==> src/sv/cdd_pkg.sv <==
package cdd_pkg;

	localparam int DAY_W   = 5;
	localparam int MONTH_W = 4;
	localparam int YEAR_W  = 14;
	localparam int COUNT_W = 22;
	localparam int STAT_W  = 2;

	// years above this are clamped before use
	localparam int MAX_YEAR = 9999;

	// ordinal day number, wide enough for any 14-bit year
	localparam int ORD_W = 23;
	// days before the first of a month, at most 334
	localparam int MB_W  = 9;

	localparam logic [COUNT_W-1:0] COUNT_MAX = {COUNT_W{1'b1}};

	localparam logic [STAT_W-1:0] STATUS_OK        = 2'd0;
	localparam logic [STAT_W-1:0] STATUS_EMPTY     = 2'd1;
	localparam logic [STAT_W-1:0] STATUS_BAD_MONTH = 2'd2;

	typedef struct packed {
		logic [DAY_W-1:0]   first_day;
		logic [MONTH_W-1:0] first_month;
		logic [YEAR_W-1:0]  first_year;
		logic [DAY_W-1:0]   second_day;
		logic [MONTH_W-1:0] second_month;
		logic [YEAR_W-1:0]  second_year;
	} in_item_t;

	typedef struct packed {
		logic [COUNT_W-1:0] day_count;
		logic [STAT_W-1:0]  status;
	} out_item_t;

	// one date after classification: clamped year, month offset in its year
	typedef struct packed {
		logic [DAY_W-1:0]  day;
		logic [MB_W-1:0]   month_base;
		logic              past_feb;
		logic [YEAR_W-1:0] year;
	} date_t;

	// queue entry between front and back
	typedef struct packed {
		logic [STAT_W-1:0] status;
		date_t [1:0]       dates;
	} job_t;

endpackage

==> src/sv/cdd_front.sv <==
module cdd_front (
	input  logic              clk,
	input  logic              arst_n,
	input  logic              in_valid,
	output logic              in_ready,
	input  cdd_pkg::in_item_t in_data,
	output logic              push_valid,
	input  logic              push_ready,
	output cdd_pkg::job_t     push_data
);

	logic          valid_q;
	cdd_pkg::job_t job_q;
	cdd_pkg::job_t job_d;

	function automatic logic [cdd_pkg::MB_W-1:0] month_base(
		input logic [cdd_pkg::MONTH_W-1:0] m
	);
		logic [cdd_pkg::MB_W-1:0] r;
		unique case (m)
			4'd1:    r = 9'd0;
			4'd2:    r = 9'd31;
			4'd3:    r = 9'd59;
			4'd4:    r = 9'd90;
			4'd5:    r = 9'd120;
			4'd6:    r = 9'd151;
			4'd7:    r = 9'd181;
			4'd8:    r = 9'd212;
			4'd9:    r = 9'd243;
			4'd10:   r = 9'd273;
			4'd11:   r = 9'd304;
			4'd12:   r = 9'd334;
			default: r = 9'd0;
		endcase
		return r;
	endfunction

	function automatic logic bad_month(input logic [cdd_pkg::MONTH_W-1:0] m);
		return (m == 4'd0) || (m > 4'd12);
	endfunction

	function automatic cdd_pkg::date_t classify(
		input logic [cdd_pkg::DAY_W-1:0]   d,
		input logic [cdd_pkg::MONTH_W-1:0] m,
		input logic [cdd_pkg::YEAR_W-1:0]  y
	);
		cdd_pkg::date_t r;
		r.day        = d;
		r.month_base = month_base(m);
		r.past_feb   = (m > 4'd2);
		if (int'(y) > cdd_pkg::MAX_YEAR) begin
			r.year = cdd_pkg::YEAR_W'(cdd_pkg::MAX_YEAR);
		end else begin
			r.year = y;
		end
		return r;
	endfunction

	always_comb begin
		job_d.dates[0] = classify(in_data.first_day, in_data.first_month, in_data.first_year);
		job_d.dates[1] = classify(in_data.second_day, in_data.second_month,
			in_data.second_year);
		// empty date wins over a bad month
		if (in_data.first_day == '0 || in_data.second_day == '0) begin
			job_d.status = cdd_pkg::STATUS_EMPTY;
		end else if (bad_month(in_data.first_month) || bad_month(in_data.second_month)) begin
			job_d.status = cdd_pkg::STATUS_BAD_MONTH;
		end else begin
			job_d.status = cdd_pkg::STATUS_OK;
		end
	end

	assign in_ready   = !valid_q || push_ready;
	assign push_valid = valid_q;
	assign push_data  = job_q;

	always_ff @(posedge clk or negedge arst_n) begin
		if (!arst_n) begin
			valid_q <= 1'b0;
		end else if (in_ready) begin
			valid_q <= in_valid;
		end
	end

	always_ff @(posedge clk) begin
		if (in_ready && in_valid) begin
			job_q <= job_d;
		end
	end

endmodule

==> src/sv/cdd_queue.sv <==
module cdd_queue (
	input  logic          clk,
	input  logic          arst_n,
	input  logic          push_valid,
	output logic          push_ready,
	input  cdd_pkg::job_t push_data,
	output logic          pop_valid,
	input  logic          pop_ready,
	output cdd_pkg::job_t pop_data
);

	localparam int DEPTH = 2;

	cdd_pkg::job_t mem_q [DEPTH];
	logic          wptr_q;
	logic          rptr_q;
	logic [1:0]    count_q;
	logic          push;
	logic          pop;

	assign push_ready = (count_q != 2'(DEPTH));
	assign pop_valid  = (count_q != 2'd0);
	assign pop_data   = mem_q[rptr_q];
	assign push       = push_valid && push_ready;
	assign pop        = pop_valid && pop_ready;

	always_ff @(posedge clk or negedge arst_n) begin
		if (!arst_n) begin
			wptr_q  <= 1'b0;
			rptr_q  <= 1'b0;
			count_q <= 2'd0;
		end else begin
			if (push) begin
				wptr_q <= ~wptr_q;
			end
			if (pop) begin
				rptr_q <= ~rptr_q;
			end
			if (push && !pop) begin
				count_q <= count_q + 2'd1;
			end else if (pop && !push) begin
				count_q <= count_q - 2'd1;
			end
		end
	end

	always_ff @(posedge clk) begin
		if (push) begin
			mem_q[wptr_q] <= push_data;
		end
	end

endmodule

==> src/sv/cdd_back.sv <==
module cdd_back (
	input  logic               clk,
	input  logic               arst_n,
	input  logic               pop_valid,
	output logic               pop_ready,
	input  cdd_pkg::job_t      pop_data,
	output logic               out_valid,
	input  logic               out_ready,
	output cdd_pkg::out_item_t out_data
);

	// floor(x / 100) = (x * 5243) >> 19 for x below 43690
	localparam int RECIP_100 = 5243;
	localparam int RECIP_SH  = 19;
	localparam int PROD_W    = cdd_pkg::YEAR_W + 13;
	localparam int Q_W       = PROD_W - RECIP_SH;
	localparam int LC_W      = cdd_pkg::YEAR_W - 1;

	// stage 1: year times reciprocal of 100
	logic                     v_s1;
	cdd_pkg::job_t            job_s1;
	logic [PROD_W-1:0]        prod_s1 [2];

	// stage 2: 365 y and leap years before y
	logic                     v_s2;
	cdd_pkg::job_t            job_s2;
	logic [cdd_pkg::ORD_W-1:0] y365_s2 [2];
	logic [LC_W-1:0]          lc_s2 [2];
	logic                     leap_s2 [2];

	// stage 3: ordinals
	logic                     v_s3;
	logic [cdd_pkg::STAT_W-1:0] stat_s3;
	logic [cdd_pkg::ORD_W-1:0] ord_s3 [2];

	// output register
	logic                     out_v_q;
	cdd_pkg::out_item_t       out_q;

	logic adv_out, adv3, adv2, adv1;

	assign adv_out   = !out_v_q || out_ready;
	assign adv3      = !v_s3 || adv_out;
	assign adv2      = !v_s2 || adv3;
	assign adv1      = !v_s1 || adv2;
	assign pop_ready = adv1;
	assign out_valid = out_v_q;
	assign out_data  = out_q;

	always_ff @(posedge clk or negedge arst_n) begin
		if (!arst_n) begin
			v_s1    <= 1'b0;
			v_s2    <= 1'b0;
			v_s3    <= 1'b0;
			out_v_q <= 1'b0;
		end else begin
			if (adv1) begin
				v_s1 <= pop_valid;
			end
			if (adv2) begin
				v_s2 <= v_s1;
			end
			if (adv3) begin
				v_s3 <= v_s2;
			end
			if (adv_out) begin
				out_v_q <= v_s3;
			end
		end
	end

	always_ff @(posedge clk) begin
		if (adv1 && pop_valid) begin
			job_s1 <= pop_data;
			for (int i = 0; i < 2; i++) begin
				prod_s1[i] <= PROD_W'(pop_data.dates[i].year) * PROD_W'(RECIP_100);
			end
		end
	end

	always_ff @(posedge clk) begin
		logic [Q_W-1:0]    q;
		logic              r_nz;
		logic [LC_W-1:0]   c4;
		logic [LC_W-1:0]   c100;
		logic [LC_W-1:0]   c400;
		logic [cdd_pkg::YEAR_W-1:0] y;
		if (adv2 && v_s1) begin
			job_s2 <= job_s1;
			for (int i = 0; i < 2; i++) begin
				y    = job_s1.dates[i].year;
				q    = prod_s1[i][PROD_W-1:RECIP_SH];
				r_nz = ((cdd_pkg::YEAR_W+1)'(y) !=
					(cdd_pkg::YEAR_W+1)'(q) * (cdd_pkg::YEAR_W+1)'(100));
				// ceilings of y/4, y/100, y/400 count leap days of years 0..y-1
				c4   = LC_W'(y[cdd_pkg::YEAR_W-1:2]) + LC_W'(y[1:0] != 2'd0);
				c100 = LC_W'(q) + LC_W'(r_nz);
				c400 = LC_W'(q[Q_W-1:2]) + LC_W'(r_nz || q[1:0] != 2'd0);
				lc_s2[i]   <= c4 - c100 + c400;
				y365_s2[i] <= cdd_pkg::ORD_W'(y) * cdd_pkg::ORD_W'(365);
				leap_s2[i] <= (y[1:0] == 2'd0) && (r_nz || q[1:0] == 2'd0);
			end
		end
	end

	always_ff @(posedge clk) begin
		if (adv3 && v_s2) begin
			stat_s3 <= job_s2.status;
			for (int i = 0; i < 2; i++) begin
				ord_s3[i] <= y365_s2[i]
					+ cdd_pkg::ORD_W'(lc_s2[i])
					+ cdd_pkg::ORD_W'(job_s2.dates[i].month_base)
					+ cdd_pkg::ORD_W'(job_s2.dates[i].past_feb && leap_s2[i])
					+ cdd_pkg::ORD_W'(job_s2.dates[i].day);
			end
		end
	end

	always_ff @(posedge clk) begin
		logic [cdd_pkg::ORD_W-1:0] diff;
		if (adv_out && v_s3) begin
			diff = (ord_s3[0] > ord_s3[1]) ? (ord_s3[0] - ord_s3[1]) : (ord_s3[1] - ord_s3[0]);
			out_q.status <= stat_s3;
			if (stat_s3 != cdd_pkg::STATUS_OK) begin
				out_q.day_count <= '0;
			end else if (diff > cdd_pkg::ORD_W'(cdd_pkg::COUNT_MAX)) begin
				out_q.day_count <= cdd_pkg::COUNT_MAX;
			end else begin
				out_q.day_count <= diff[cdd_pkg::COUNT_W-1:0];
			end
		end
	end

endmodule

==> src/sv/calendar_day_difference_top.sv <==
// gregorian day difference: each item carries two dates (day, month, year) and
// yields one result with the absolute number of days between them under the
// proleptic gregorian leap rules; the order of the two dates does not matter.
// a zero day gives status empty, otherwise a month outside 1..12 gives status
// bad month, both with a count of zero; days past a month's end roll over into
// the next month, years above 9999 are clamped to 9999, and the count saturates
// at the largest 22-bit value. one item is taken every clock cycle as long as
// the output side keeps taking results; an item passes through the front
// register, the two-entry queue, three arithmetic stages and the output
// register, with the per-year multiply by the reciprocal of 100 setting the
// stage split.
module calendar_day_difference_top (
	input  logic               clk,
	input  logic               arst_n,
	input  logic               in_valid,
	output logic               in_ready,
	input  cdd_pkg::in_item_t  in_data,
	output logic               out_valid,
	input  logic               out_ready,
	output cdd_pkg::out_item_t out_data
);

	// front to queue
	logic          push_valid;
	logic          push_ready;
	cdd_pkg::job_t push_data;

	// queue to back
	logic          pop_valid;
	logic          pop_ready;
	cdd_pkg::job_t pop_data;

	// front: takes an item, sets its status, clamps years, looks up month offsets
	cdd_front u_front (
		.clk        (clk),
		.arst_n     (arst_n),
		.in_valid   (in_valid),
		.in_ready   (in_ready),
		.in_data    (in_data),
		.push_valid (push_valid),
		.push_ready (push_ready),
		.push_data  (push_data)
	);

	// short queue so front and back stall independently
	cdd_queue u_queue (
		.clk        (clk),
		.arst_n     (arst_n),
		.push_valid (push_valid),
		.push_ready (push_ready),
		.push_data  (push_data),
		.pop_valid  (pop_valid),
		.pop_ready  (pop_ready),
		.pop_data   (pop_data)
	);

	// back: ordinal of each date, difference, saturation, output register
	cdd_back u_back (
		.clk       (clk),
		.arst_n    (arst_n),
		.pop_valid (pop_valid),
		.pop_ready (pop_ready),
		.pop_data  (pop_data),
		.out_valid (out_valid),
		.out_ready (out_ready),
		.out_data  (out_data)
	);

endmodule

==> config.mk <==
export PLATFORM = sky130hd
export DESIGN_NAME = calendar_day_difference_top
export DESIGN_NICKNAME = d
export VERILOG_FILES = /design/src/sv/cdd_pkg.sv /design/src/sv/cdd_front.sv /design/src/sv/cdd_queue.sv /design/src/sv/cdd_back.sv /design/src/sv/calendar_day_difference_top.sv
export SDC_FILE = /design/constraint.sdc
export NUM_CORES = 1
export LEC_CHECK = 0
export BUFFER_PORTS_ARGS = -buffer_cell sky130_fd_sc_hd__buf_2
export CAP_MARGIN = 30
export CORE_UTILIZATION = 67
export CTS_CLUSTER_DIAMETER = 100
export DETAILED_ROUTE_END_ITERATION = 6
export PLACE_DENSITY = 0.9
export SYNTH_ARGS = -nofsm -noshare
export SYNTH_HDL_FRONTEND = slang
export SYNTH_SLANG_ARGS = --single-unit
==> constraint.sdc <==
create_clock -name clk -period 15.7 [get_ports clk]
set_clock_uncertainty 0.05 [all_clocks]
set_input_delay 3.14 -clock clk [delete_from_list [all_inputs] [get_ports clk]]
set_output_delay 3.14 -clock clk [all_outputs]
set_load 0.03 [all_outputs]
# == Yosys cells after proc, flatten, opt, wreduce, memory -nomap -nowiden ==
# Memory sizes are Yosys's and may differ from the RTL's. A register that Yosys moved wholly into a read port is not among the register bits.
# Cells that the tools add are included.
# totals
wordCells,143
latch_bits,0
out_inout_bits,26
memories,8
in_bits,50
ram_bits,294
mem_bits_ro,288
reg_bits,169
# op_classes
reduce_logical,47
n_div,0
eq_ne,3
n_lt_le_gt_ge,8
muxes,13
addsub,22
mul,6
n_bitwise,2
shifts,0
# mem_list
memory,words,word_bits,rd,rd_clocked_by_memory_dff,wr,line,text
(name not given),16,9,1,1,0,cdd_front.sv:20,unique case (m)
(name not given),16,9,1,1,0,cdd_front.sv:20,
u_queue.mem_q,2,60,1,0,1,cdd_queue.sv:14,cdd_pkg::job_t mem_q [DEPTH];
u_back.prod_s1,2,27,2,0,2,cdd_back.sv:22,logic [PROD_W-1:0] prod_s1 [2];
u_back.ord_s3,2,23,2,0,2,cdd_back.sv:34,logic [cdd_pkg::ORD_W-1:0] ord_s3 [2];
u_back.y365_s2,2,23,2,0,2,cdd_back.sv:27,logic [cdd_pkg::ORD_W-1:0] y365_s2 [2];
2 more memories,n/a,n/a,n/a,n/a,n/a,n/a,
# op_table
operator,n
multiplier 14 x 13 -> 27 bit (second input constant),2
adder 23 x 1 -> 23 bit,2
adder 23 x 13 -> 23 bit,2
adder 23 x 5 -> 23 bit,2
adder 23 x 9 -> 23 bit,2
multiplier 14 x 9 -> 23 bit (second input constant),2
subtractor 23 bit,2
!= test 14 x 15 -> 1 bit,2
> comparator 14 bit (second input constant),2
adder 12 x 1 -> 13 bit,2
adder 13 bit,2
multiplier 8 x 5 -> 13 bit (second input constant),2
subtractor 13 bit,2
> comparator 23 x 22 -> 1 bit (second input constant),1
> comparator 23 bit,1
2-to-1 mux 23 bit,1
2-to-1 mux 22 bit,1
adder 8 x 1 -> 9 bit,2
adder 6 x 1 -> 7 bit,2
nonzero test 2 bit,7
logical OR 1 bit,13
logical AND 1 bit,12
logical NOT 5 bit,2
> comparator 4 x 2 -> 1 bit (second input constant),2
10 further kinds,31

# == Depth between registers and ports, before layout ==
# Gate-level depths: netlist of run 1.
# logic_depth
ltp_word,9
ltp_mapped,30
depth_no_buf,30

# == Cells and area by module ==
# Synthesis of run 1 repeated with hierarchy kept, for this count alone.
# unflattened
cells_unflattened,2806
area_unflattened_um2,34430.5
# modules_own_cells
mod,area_per_inst_um2,n_inst,cells_per_inst
cdd_back,26903.3,1,2419
cdd_queue,4825.9,1,205
cdd_front,2701.3,1,182

# == Worst setup path after synthesis of run 1 ==
# Ideal clock, no wire load.
# synth_path
path_type,register to register
startpoint,memory u_back.prod_s1[0][20] (netlist name)
endpoint,"memory u_back.lc_s2[0][12] (netlist name), data pin"
t_required_ns,15.387
n_path_buf,0
setup_slack_ns,9.181
stages_incl_launch_ff,30
arrival_ns,6.205
cell_sequence,edfxtp_1 > ha_1 > ha_1 > fa_1 > ha_1 > a21o_1 > a21oi_1 > o21bai_1 > a21oi_1 > o21bai_1 > a21oi_1 > xor2_1 > nand3_1 > ha_1 > ha_1 > xor2_1 > fa_1 > inv_1 > ha_1 > nor2b_1 > o21ai_0 > a21boi_1 > o21a_1 > o21ai_0 > nand2b_1 > a21o_1 > a21o_1 > a2111oi_0 > nor3_1 > xnor2_1
# synth_rtl
item,line,text
from (decl),cdd_back.sv:22,
to (decl),cdd_back.sv:28,logic [LC_W-1:0] lc_s2 [2];

==> results.md, run 1 <==
- DRT iter0 DRCs: 1,389
- Die Wd: around 230 um
- CP arrival: between 7 and 8 ns
- Die H: 227.1 um
- Post-synth top area share: 38.40%
- DIE AREA: 51,570 um2
- Postcts setup bufs: 0
- Core Area: 50,070 um2
- Wire per inst: roughly 20 um
- H-Tree Depth: 2
- DR pass1 iterations: 6
- RSZ-0062 raised after global routing: false
- Rel. slew slack: between 20% and 30%
- Syn Std Cell Area: 33,940 um2
- Worst setup EP type: register
- Cts bufs inserted: 47
- Sequential element share of the synthesized area: 39.06%
- CTS tree: yes
- #FFs+latches synth: about 440
- Total wire length: 71,990 um
- CP Max Fanout: 47
- Layout cells sized above 1: 8.582%
- Synth Instances: 2,809
- Starting Density: 67.79%
- Routed Antenna Nets: 0
- Post-Layout Cell Count: 3,620
- Via count: 20,913
- Final Max Slew Viols: 0
- Status: finished, final reports clean
- Synth area leaders: edfxtp_1 38%, ha_1 19%, fa_1 16%
- Async SR Flop Fraction: 2.032%
- Leading area contributor after synthesis: edfxtp_1
- CP startpoint kind: register
- CP max stage delay: about 0.67 ns
- # nets final: ~3,700
- Maximum root-to-sink buffer count: 3
- Setup Crit Path Kind: reg -> reg
- Antenna cells: 0
- Vias in the first global route: 22,609
- Most numerous cell in the Yosys netlist: inv_1
- Yosys warnings: 0
- Largest net degree at the start of global routing: 61
- Root Buffer: clkbuf_16
- Least-Margin Pin Slew: 1.142 ns
- Final hold violations: 0
- Post-Syn Area per Cell: 12.08 um2
- Drt via density: 5.777
- GP Congestion: 0.9902
- Final setup viols: 0
- Most frequent cells after synthesis: 544 x inv_1, 502 x ha_1, 434 x edfxtp_1
- PostCTS Resize Cnt: 0
- Number of flops mapped to enable cells by yosys: between 400 and 500
- CP most frequent cell: inv_1
- Post-Place Cells: 3,531
- Antenna violations before repair: 0
- # DRC: 0
- Site Rows: 82
- Global-route wire length before repair: 115,300 um
- Distinct cells, synth: 72
- Syn Nets: 3,631
- Overall Global Routing Usage: 29.22%
- # port buffers: 75
- FMAX: around 0.13 GHz
- Gr ovfl total: 0
- Crit share post-route: 48.04%
- Slowest CP cell: buf_4
- Period minus WS final: 7.542 ns
- Clk sinks: roughly 440
- Primary FF master, synth: edfxtp_1
- Clock latency at the later pin of the worst-skew pair: 0.61 ns
- Max_cap viols: 0
- Cts hold-fix bufs: 0
- Worst path required time: around 16 ns
- Setup TNS: 0 ns
- DP HPWL: 53,700 um
- Reg clk slew, reported paths: roughly 0.06 ns
- IO Pins: 76
- Area grow syn2layout: 8.663%
- Hold WC Path Type: reg -> reg
- Crit path cell chain: buf_4 > mux2i_1 > inv_1 > ha_1 > inv_1 > fa_1 > inv_1 > ha_1 > ha_1 > inv_1 > fa_1 > inv_1 > ha_1 > a2111oi_0 > o21ai_0 > a311o_1 > o211ai_1 > a311o_1 > nand2_1 > a41oi_1 > a21oi_1 > a21oi_1 > o21bai_1 > xnor2_1
[per-layer routing]
layer	track usage, %	vias to the layer above	part of all wire [%]
met4	12.15	0	3.7
met2	50.98	688	51
met5	0	-	0
met1	36.20	10323	40
li1	-	9720	-
met3	4.685	182	5.8
[cell families (layout without fill, tap and decap cells)]
| logic type | count (synthesis) | in the layout | share of synthesized area [%] |
|---|---|---|---|
| buffers and inverters | 579 | 718 | 6.510 |
| AOI/OAI and AO/OA | 354 | 354 | 6.790 |
| and+or+nand+nor | 397 | 397 | 5.894 |
| muxes | 78 | 78 | 2.518 |
| DFF | 443 | 443 | 39.06 |
| adders and majority gates | 772 | 772 | 34.43 |
| xor gates and xnor gates | 186 | 186 | 4.799 |
[per-stage QoR]
step                      setup slack (ns)  cell area [um2]  util (%)  hold slack (ns)
after floorplan                      9.181            33940         -           0.3503
after global placement               8.638            35060     70.02           0.3524
after detailed placement             8.349            35130     70.16           0.3545
after CTS                            8.125            36870     73.65           0.3633
after global routing                 7.743            36880     73.67           0.3759
final                                8.158            36880     73.67           0.3594
[sequential cells by signal (all words and copies together) (netlist names), 2 cells and up]
name / cells
u_back.job_s1: 60
u_back.job_s2: 32
u_back.lc_s2: 26
u_back.leap_s2: 2
u_back.ord_s3: 46
u_back.out_data: 24
u_back.prod_s1: 16
u_back.stat_s3: 2
u_back.y365_s2: 46
u_front.push_data: 60
u_queue.count_q: 2
u_queue.mem_q: 120
[area by class of cell]
cell class / count / area (um2)
Sequential cell: 443 / 13260
Clock buffer: 50 / 1209
Fill cell: 3135 / 13190
Inverter: 545 / 2046
Timing Repair Buffer: 86 / 500.5
Multi-Input combinational cell: 1787 / 18490
Clock inverter: 37 / 536.8
Tap cell: 672 / 840.8
[layout by cell type, fill, tap and decap left out, types with 42 or more instances in the layout]
cell	netlist	routed
a21oi_1	111	111
nand3_1	42	42
nor2_1	87	86
o21ai_0	66	66
a21o_1	53	53
ha_1	502	502
inv_1	544	543
edfxtp_1	434	434
xor2_1	62	62
buf_2	11	77
nand2_1	90	90
fa_1	270	270
clkbuf_16	0	48
xnor2_1	124	124
[final timing paths]
| path | cells after the start | from | slack [ns] | to |
|---|---|---|---|---|
| worst max-delay path | 24 | u_queue.rptr_q | 8.16 | u_back.prod_s1[0][26] |
| worst min-delay path | 0 | u_back.job_s1[24] | 0.36 | u_back.job_s2[24] |
| worst max register to register | 24 | u_queue.rptr_q | 8.16 | u_back.prod_s1[0][26] |
| worst min register to register | 0 | u_back.job_s1[24] | 0.36 | u_back.job_s2[24] |
| max in group asynchronous | 1 | arst_n | 12.97 | u_queue.rptr_q |
| min in group asynchronous | 1 | arst_n | 2.37 | u_front.push_valid |
[worst max-delay path: cells and delay by family, from the launching register on]
| kind | cells | cell delay [ns] |
|---|---|---|
| mux | 1 | 0.52 |
| fa+ha+maj | 6 | 2.40 |
| xor+xnor | 1 | 0.13 |
| buf+inv | 6 | 1.19 |
| compound gates | 9 | 2.19 |
| simple gates | 1 | 0.11 |
| flops | 1 | 0.64 |
Power of run 1 is not shown: default switching activity piles up to over one toggle a cycle in this logic, so the estimate is an artifact.
==> run 2, diff against run 1 <==
--- a/config.mk
+++ b/config.mk
@@ -5,12 +5,13 @@
 export SDC_FILE = /design/constraint.sdc
 export NUM_CORES = 1
 export LEC_CHECK = 0
+export ABC_AREA = 1
 export BUFFER_PORTS_ARGS = -buffer_cell sky130_fd_sc_hd__buf_2
 export CAP_MARGIN = 30
-export CORE_UTILIZATION = 67
+export CORE_UTILIZATION = 59
 export CTS_CLUSTER_DIAMETER = 100
 export DETAILED_ROUTE_END_ITERATION = 6
-export PLACE_DENSITY = 0.9
+export PLACE_DENSITY = 0.85
 export SYNTH_ARGS = -nofsm -noshare
 export SYNTH_HDL_FRONTEND = slang
 export SYNTH_SLANG_ARGS = --single-unit
==> constraint.sdc (replaced) <==
create_clock -name clk -period 6.89 [get_ports clk]
set_clock_uncertainty 0.05 [all_clocks]
set_input_delay 1.378 -clock clk [delete_from_list [all_inputs] [get_ports clk]]
set_output_delay 1.378 -clock clk [all_outputs]
set_load 0.03 [all_outputs]
==> run 2 against run 1 <==
  * Area after synthesis is 8.8% higher
  * Design area is 8.3% higher
  * Register-to-register slack worse by 7.4 ns
  * Setup slack worse by 7.4 ns
  * Synthesized cell count is 37% higher
  * Utilization is 9.0 points lower
  * Maximum frequency is 22% higher
  * Cell count is 33% higher
  * Critical endpoint is now u_back.lc_s2[0][9]
==> results.md, run 2 <==
- Slowest CP cell: fa_1
- Area grow syn2layout: 8.185%
- CTS tree: yes
- Final hold violations: 0
- RR Endpoint: u_back.lc_s2[0][9]
- Die H: 252.2 um
- Post-synth top area share: 35.29%
- Status: finished, final reports clean
- Die Wd: 252.2 um
- Antenna cells: 0
- Launching point of the worst reg2reg path: u_back.prod_s1[0][22]
- Overall Global Routing Usage: 26.80%
- Worst Hold Depth: 0
- Clock latency at the later pin of the worst-skew pair: 0.61 ns
- DRT iter0 DRCs: 2,009
- FMAX: 0.1618 GHz
- Top reg by flops: u_queue.mem_q
- Least-Margin Pin Slew: 0.9988 ns
- Crit path buffers/inverters: 2
- Synth area leaders: edfxtp_1 35%, ha_1 17%, fa_1 15%
- Distinct cells, synth: 48
- CP startpoint kind: register
- # nets final: around 4,800
- Critical path capture point: u_back.lc_s2[0][9]
- Drt via density: ~5.4
- Via count: 26,328
- Cts bufs inserted: 46
- Global-route wire length before repair: about 130,000 um
- DR pass1 iterations: 6
- Postcts setup bufs: 0
- Reg clk slew, reported paths: 0.06 ns
- Worst path depth: 27
- Final setup viols: 0
- FF/Latch Area: between 10,000 and 15,000 um2
- Site Rows: 91
- # DRC: 0
- Largest net degree at the start of global routing: approximately 80
- Starting Density: 59.74%
- Worst path required time: 7.17 ns
- Root Buffer: clkbuf_16
- H-Tree Depth: 2
- Max_cap viols: 0
- CP max stage delay: 0.54 ns
- CP arrival: 6.46 ns
- Routed Antenna Nets: 0
- Primary FF master, synth: edfxtp_1
- Post-Syn Area per Cell: 9.588 um2
- Worst reg-to-reg path cell count: 27
- Wire per inst: around 17 um
- Crit path max-delay family: adder cells
- Gr ovfl total: 0
- Final Max Slew Viols: 0
- # port buffers: 75
- Number of flops mapped to enable cells by yosys: 434
- DP HPWL: 65,290 um
- Reg-to-reg slack, setup: a little over 0.7 ns
- Fill cells: around 4,700
- IO Pins: 76
- #FFs+latches synth: 443
- Hold WC Path Type: reg -> reg
- Sequential element share of the synthesized area: 35.90%
- Yosys warnings: 0
- Worst setup EP type: register
- Area of the multi-input gates: 20,490 um2
- Commonest non-fill, non-tap cell in the layout: inv_1
- Syn Nets: 4,674
- PostCTS Resize Cnt: 0
- Leading area contributor after synthesis: edfxtp_1
- Worst Setup SP: u_back.prod_s1[0][22]
- Total wire length: 83,310 um
- GP Congestion: a little over 1
- Antenna violations before repair: 6
- Syn Std Cell Area: 36,930 um2
- DIE AREA: around 64,000 um2
- Largest register FFs: 120
- Maximum root-to-sink buffer count: 3
- Period minus WS final: 6.179 ns
- Core Area: 61,830 um2
- Cts hold-fix bufs: 0
- Most frequent cells after synthesis: 817 x inv_1, 811 x nand2_1, 502 x ha_1
- Clk sinks: 443
- Most numerous cell in the Yosys netlist: inv_1
- Rel. slew slack: between 30% and 40%
- Setup TNS: 0 ns
- Synth Instances: 3,852
- Async SR Flop Fraction: under 10%
- Commonest non-fill, non-tap cells in the layout: 815 x inv_1, 811 x nand2_1, 502 x ha_1, 434 x edfxtp_1, 270 x fa_1
- Crit share post-route: 89.68%
- CP Max Fanout: 7
- RSZ-0062 raised after global routing: false
- Vias in the first global route: around 27,000
- Layout cells sized above 1: under 10%
- Setup Crit Path Kind: reg -> reg
-- run 2: cell count changes after synthesis, moves of 52 or more --
cell,change
a21oi_1,+61
inv_1,+273
nand2_1,+721
nand3_1,+90
nor2_1,+67
xnor2_1,-71
xor2_1,+52
-- run 2: logic make-up after synthesis --
family                     after synthesis  share of synthesized area [%]
and+or+nand+nor                       1250                          14.18
buffers and inverters                  849                          8.707
xor gates and xnor gates               167                          3.960
DFF                                    443                          35.90
adders and majority gates              772                          31.64
AOI/OAI and AO/OA                      371                          5.610
-- run 2: area by class of cell --
class | instances | share of cell area, %
well taps | 837 | 2.621
multi-input cells | 2560 | 51.28
flip-flops and latches | 443 | 33.19
repair buffers | 88 | 1.224
clock buffers | 52 | 3.016
inverters | 819 | 7.700
clock inverters | 32 | 0.9770
-- run 2: worst min path at each step --
stage	endpoint	start	slack (ns)
6_report	u_back.job_s2[45]	u_back.job_s1[45]	0.36
5_1_grt	u_back.job_s2[45]	u_back.job_s1[45]	0.36
4_1_cts	u_back.job_s2[45]	u_back.job_s1[45]	0.36
3_5_place_dp	u_back.job_s2[28]	u_back.job_s1[28]	0.35
3_3_place_gp	u_back.stat_s3[1]	u_back.job_s2[59]	0.35
2_1_floorplan	u_back.job_s2[14]	u_back.job_s1[14]	0.35
-- run 2: routing by layer --
| metal | GRT usage, % | part of all wire, % | up-vias |
|---|---|---|---|
| li1 | - | - | 12677 |
| met1 | 34.06 | 41 | 12483 |
| met2 | 46.12 | 49 | 941 |
| met3 | 3.986 | 6.3 | 217 |
| met4 | 10.51 | 3.9 | 10 |
| met5 | 0 | 0.068 | - |
-- run 2: through the flow --
stage	hold WS [ns]	cells	utilization [%]	instance area, um2	setup WS (ns)
floorplan	0.3503	3852	-	36930	0.1062
global placement	0.3506	4745	61.99	38330	1.011
detailed placement	0.3545	4745	61.99	38330	0.7682
CTS	0.3566	4829	64.57	39920	0.7177
global route	0.3626	4831	64.62	39950	0.2518
finish	0.3561	4831	64.62	39950	0.7107
Power of run 2 is left out for the same reason.
